### src/hw/rtl/sine_cosine_taylor_macros.svh
// Assertion macros for the sine and cosine block.
// Depends on nothing; the including module must provide clk and rst_n.
`ifndef SINE_COSINE_TAYLOR_MACROS_SVH
`define SINE_COSINE_TAYLOR_MACROS_SVH

// Same-cycle implication, disabled while reset is low.
`define SCT_ASSERT_IMPLY(name, ante, cons, msg) \
  name: assert property (@(posedge clk) disable iff (!rst_n) (ante) |-> (cons)) \
    else $error(msg);

// Next-cycle implication, disabled while reset is low.
`define SCT_ASSERT_NEXT(name, ante, cons, msg) \
  name: assert property (@(posedge clk) disable iff (!rst_n) (ante) |=> (cons)) \
    else $error(msg);

`endif

### src/hw/rtl/sct_pkg.sv
// Shared types, constants and helper functions for the sine and cosine block.
// Depends on nothing; the arithmetic modules, the top level and the testbench import it.
package sct_pkg;

  // Fraction bits of the internal Q5.58 format.
  localparam int QF = 58;

  // Number of Horner steps, one series cell per step.
  localparam int SERIES_TERMS = 8;

  // Pipeline depths of the arithmetic units.
  localparam int QMUL_LAT  = 4;
  localparam int CDIV_LAT  = 3;
  localparam int CELL_LAT  = QMUL_LAT + CDIV_LAT + 1;
  localparam int ROUND_LAT = 2;

  // One in Q5.58, 1/(2*pi) as Q0.64 and 2*pi as Q5.58.
  localparam logic signed [63:0] ONE_Q          = 64'sh0400_0000_0000_0000;
  localparam logic        [63:0] INV_TWO_PI_Q64 = 64'h28BE_60DB_9391_054A;
  localparam logic signed [63:0] TWO_PI_Q58     = 64'sh1921_FB54_442D_1847;

  // A value held as sign and magnitude, as the multipliers produce it.
  typedef struct packed {
    logic        neg;
    logic [62:0] mag;
  } smag_t;

  // Everything one series cell hands to the next.
  typedef struct packed {
    logic signed [63:0] x;
    logic signed [63:0] x2;
    logic signed [63:0] sacc;
    logic signed [63:0] cacc;
  } cell_bus_t;

  // Sign and magnitude back to two's complement.
  function automatic logic signed [63:0] smag_to_signed(input smag_t v);
    logic [63:0] m;
    m = {1'b0, v.mag};
    return v.neg ? $signed(64'd0 - m) : $signed(m);
  endfunction

  // Two's complement to sign and magnitude; the magnitude is below 2^63 here.
  function automatic smag_t signed_to_smag(input logic signed [63:0] v);
    logic [63:0] m;
    m = v[63] ? (~v + 64'd1) : v;
    return '{neg: v[63], mag: m[62:0]};
  endfunction

endpackage

### src/hw/rtl/sct_round.sv
// Rounds a Q5.58 sign and magnitude value to signed Q2 output format with saturation.
// Depends on sct_pkg.
module sct_round #(
  parameter int RESULT_WIDTH = 32
) (
  input  logic                           clk,
  input  logic                           en,
  input  sct_pkg::smag_t                 val_i,
  output logic signed [RESULT_WIDTH-1:0] res_o
);
  import sct_pkg::*;

  localparam int          SH      = QF - (RESULT_WIDTH - 2);
  localparam logic [63:0] HALF    = 64'd1 << (SH - 1);
  localparam logic [63:0] LIM_POS = (64'd1 << (RESULT_WIDTH - 1)) - 64'd1;
  localparam logic [63:0] LIM_NEG = 64'd1 << (RESULT_WIDTH - 1);

  logic [63:0]             rnd_nxt, rnd_r, clamp_w, negated_w;
  logic                    neg_r;
  logic [RESULT_WIDTH-1:0] res_nxt;
  logic [RESULT_WIDTH-1:0] res_r;

  // Round half away from zero on the magnitude.
  assign rnd_nxt = ({1'b0, val_i.mag} + HALF) >> SH;

  // Clamp to the range of the sign, then apply it.
  always_comb begin
    if (neg_r) begin
      clamp_w = (rnd_r > LIM_NEG) ? LIM_NEG : rnd_r;
    end else begin
      clamp_w = (rnd_r > LIM_POS) ? LIM_POS : rnd_r;
    end
    negated_w = 64'd0 - clamp_w;
    res_nxt   = neg_r ? negated_w[RESULT_WIDTH-1:0] : clamp_w[RESULT_WIDTH-1:0];
  end

  always_ff @(posedge clk) begin
    if (en) begin
      rnd_r <= rnd_nxt;
      neg_r <= val_i.neg;
      res_r <= res_nxt;
    end
  end

  assign res_o = $signed(res_r);

endmodule

### config.mk
export PLATFORM = sky130hd
export DESIGN_NAME = sct_round
export DESIGN_NICKNAME = d
export VERILOG_FILES = /design/src/hw/rtl/sine_cosine_taylor_macros.svh /design/src/hw/rtl/sct_pkg.sv /design/src/hw/rtl/sct_round.sv
export SDC_FILE = /design/constraint.sdc
export NUM_CORES = 1
export LEC_CHECK = 0
export BUFFER_PORTS_ARGS = -buffer_cell sky130_fd_sc_hd__buf_2
export CORE_MARGIN = 2
export CORE_UTILIZATION = 30
export CTS_CLUSTER_SIZE = 14
export DETAILED_ROUTE_END_ITERATION = 16
export HOLD_SLACK_MARGIN = 0.03
export PLACE_DENSITY = 0.48
export SLEW_MARGIN = 10
export SYNTH_ARGS = -nofsm -noshare
export SYNTH_HDL_FRONTEND = slang
export SYNTH_SLANG_ARGS = --single-unit
### constraint.sdc
create_clock -name clk -period 3.7 [get_ports clk]
set_input_delay 0.74 -clock clk [delete_from_list [all_inputs] [get_ports clk]]
set_output_delay 0.74 -clock clk [all_outputs]
set_load 0.01 [all_outputs]
==> results.yml <==
outcome:
  status: "completed"
synthesis:
  synth-seq-area-share_pct: 51.5
  synth_area_per_cell_um2: 10.3
  synthesis.yosys.warnings: 0
  synthesis.area_um2: 4030
  synth_seq_cells: 69
  synthesis.instances: 390
  synth-async-reset-ratio_pct: 0
  netlist-cell-type-count: 62
  synth_nets: 458
  number_of_synthesized_flops_with_an_enable_pin: 69
  postSynth.topFlopCell: "sky130_fd_sc_hd__edfxtp_1"
floorplan:
  die_height_um: 120
  initial_utilization_pct: 30.5
  ios: 98
  num_rows: 42
  dieWidth_um: 120
  die_area_um2: 14400
  core_region_um2: 13200
route:
  drt_pass1_iterations: 5
  detail_route.iter0.violations: 229
  met3WireLength_um: 688
  wirelength_um: 11100
  routedWlPerCell_um: 17.0
  drc_errors: 0
  number_of_vias_per_cell_after_detailed_routing: 5.20
  route.layer.met1.wl_um: 5090
  vias: 3398
  ant_nets: 0
  met2RoutedLength_um: 5080
  routed.top_layer: "met4"
pwr:
  sw_frac_of_total_pct: 23.4
  p_comb_share_pct: 11.5
  finalPower_uw: 2220
  p_sw_uw: 519
  power_frac_seq_pct: 44.6
  pwr_density_cell_nw_per_um2: 446
  cellLeakagePower_uw: 0.00172
  max-vdd-ir-drop_uv: 283
  cellInternalPower_uw: 1700
  clock_power_share_pct: 43.9
clock_tree:
  cts.sinks: 69
  cts.reportedPaths.clkPinSlew_ps: 50
  post_cts_buffers: 0
  clk_root_buf: "sky130_fd_sc_hd__clkbuf_16"
  clock_tree.htree_level_count: 3
  holdBufCountCts: 0
  cts_tree: "built"
  clock_latency_ps: 330
  post_cts_resize_count: 0
  cts_max_path_buffers: 2
  cts_inserted_buffers: 9
timing:
  grt_setup_unrepaired: "no"
  clock.fmax_mhz: 288
  postLayoutSetupSlackWorst_ps: 225
  post-route-min-period_ps: 3480
  max_slew.worst_pin.slew_ps: 945
  finish_stage_setup_viols: 0
  finClkSkew_ps: 7.62
  timing_hold_violations_final: 0
  finalCritPeriodShare_pct: 93.9
  setup_tns_ps: 0
  finalMaxSlewViolations: 0
  slew_headroom_pct: 36.8
final_layout:
  finalInstanceArea_um2: 4970
  most_common_library_cell_in_the_layout_ignoring_fill_and_taps: "sky130_fd_sc_hd__buf_2"
  antenna_cells_inserted: 0
  num-nets-final: 540
  postLayoutCoreUtil_pct: 37.7
  number_of_fill_cells_in_the_layout: 1307
  post_route_cells_drive_above_1_share_pct: 23.9
  final_cell_mix: "sky130_fd_sc_hd__buf_2 (70), sky130_fd_sc_hd__edfxtp_1 (69), sky130_fd_sc_hd__nand2_1 (36)"
  area_growth_pct: 23.5
worst_setup_path:
  timing.critical_path.to_type: "flip-flop"
  worstPathArrival_ps: 3530
  start_kind: "flip-flop"
  critical-path-slowest-cell: "sky130_fd_sc_hd__or4_4"
  critical_path.top_delay_family: "simple AND/OR/NAND/NOR gates"
  max_stage_delay_ps: 570
  path_buf_inv: 1
  crit_required_ps: 3750
  worstPathMaxFanout: 9
  start_to_end_type_of_the_worst_setup_path: "flip-flop to flip-flop"
  crit_top_cell: "sky130_fd_sc_hd__a21oi_1"
  worstPathCellList: "or3_1 -> or4_4 -> nor4_4 -> or2_1 -> a21oi_1 -> ha_1 -> o211ai_1 -> nand2_1 -> buf_4 -> a31oi_1 -> o2bb2ai_1 -> a21oi_1"
global_routing:
  globalRouteTotalUtil_pct: 15.8
  grt_remaining_overflow: 0
  grt_antenna_before_repair: 0
  largest_net_degree_at_the_start_of_global_routing: 70
  grt_pass1_wl_um: 17600
  grt_pass1_vias: 3269
placed_design:
  place_worst_setup_slack_ps: 268
  dpl.hpwl_um: 8220
  gp_congestion: 0.945
  port_buffers: 70
  placed_area_um2: 4630
job:
  max_capacitance_violation_count: 0
min_path:
  hp-class: "input port to flip-flop"
metrics by stage:
step                      hold WS, ps  instances
after global placement            603        637
after floorplan                   544        390
after detailed placement          606        637
after CTS                         590        653
final                             604        653
after global routing              596        653
power groups by stage:
stage          Sequential (uW)  Combinational (uW)  Clock, uW
2_1_floorplan              998                 123          0
3_3_place_gp              1000                 252          0
3_5_place_dp              1000                 255          0
4_1_cts                    988                 256        994
5_1_grt                    996                 280       1030
6_report                   989                 255        972
layout make-up:
cell class	instances	area, um^2	share of cell area (%)
repair buffers	88	485	9.76
clock buffers	10	229	4.60
inverters	7	26.3	0.528
clock inverters	6	111	2.24
multi-input cells	297	1830	36.8
flip-flops and latches	69	2070	41.7
well taps	176	220	4.43
cells by family after synthesis:
family / synth area share [%]
and+or+nand+nor: 20.3
buffers and inverters: 3.14
DFF: 51.5
adders and majority gates: 0.621
xor gates and xnor gates: 8.05
muxes: 0.249
AOI/OAI and AO/OA: 16.2
final timing paths:
kind	startpoint	to	slack, ps	depth (start not counted)
worst min register to register	rnd_r[0]	res_o[0]	610	2
worst max-delay path	rnd_r[8]	res_o[24]	220	12
worst min-delay path	val_i[63]	neg_r	600	1
worst max register to register	rnd_r[8]	res_o[24]	220	12
registers in the layout, indices dropped and copies added, names as in the netlist:
register / cells
neg_r: 1
rnd_r: 36
res_o: 32
per-layer routing:
layer  vias to the layer above  GRT usage (%)
met5                         -              0
met4                         0           6.84
met3                        18           2.80
met2                       121           25.0
met1                      1578           21.2
li1                       1681              -
synth_stat cells, types with 2 or more instances:
cell | instances | area [um^2]
sky130_fd_sc_hd__o2111ai_1 | 3 | 26.3
sky130_fd_sc_hd__o21ai_0 | 14 | 70.1
sky130_fd_sc_hd__o311ai_0 | 3 | 26.3
sky130_fd_sc_hd__or4_1 | 4 | 30.0
sky130_fd_sc_hd__nor2_1 | 35 | 131
sky130_fd_sc_hd__buf_2 | 4 | 20.0
sky130_fd_sc_hd__and4_1 | 2 | 17.5
sky130_fd_sc_hd__nor3_1 | 20 | 100
sky130_fd_sc_hd__nand3_1 | 26 | 130
sky130_fd_sc_hd__o22ai_1 | 3 | 18.8
sky130_fd_sc_hd__a221o_1 | 3 | 30.0
sky130_fd_sc_hd__a311oi_1 | 2 | 17.5
sky130_fd_sc_hd__nand2_1 | 36 | 135
sky130_fd_sc_hd__or3_1 | 3 | 18.8
sky130_fd_sc_hd__inv_1 | 6 | 22.5
sky130_fd_sc_hd__xnor2_1 | 28 | 245
sky130_fd_sc_hd__a31o_2 | 3 | 26.3
sky130_fd_sc_hd__edfxtp_1 | 69 | 2070
sky130_fd_sc_hd__nor4_1 | 8 | 50.1
sky130_fd_sc_hd__clkbuf_1 | 10 | 37.5
sky130_fd_sc_hd__buf_6 | 2 | 22.5
sky130_fd_sc_hd__o211a_1 | 2 | 20.0
sky130_fd_sc_hd__o211ai_1 | 3 | 22.5
sky130_fd_sc_hd__o31ai_1 | 4 | 30.0
sky130_fd_sc_hd__and2_1 | 2 | 12.5
sky130_fd_sc_hd__a31oi_1 | 7 | 43.8
sky130_fd_sc_hd__ha_1 | 2 | 25.0
sky130_fd_sc_hd__a211oi_1 | 3 | 22.5
sky130_fd_sc_hd__xor2_1 | 9 | 78.8
sky130_fd_sc_hd__a211o_1 | 3 | 26.3
sky130_fd_sc_hd__a21oi_1 | 28 | 140
sky130_fd_sc_hd__nand4_1 | 9 | 56.3
sky130_fd_sc_hd__and3_1 | 5 | 31.3
Power figures use the tool's default switching activity.
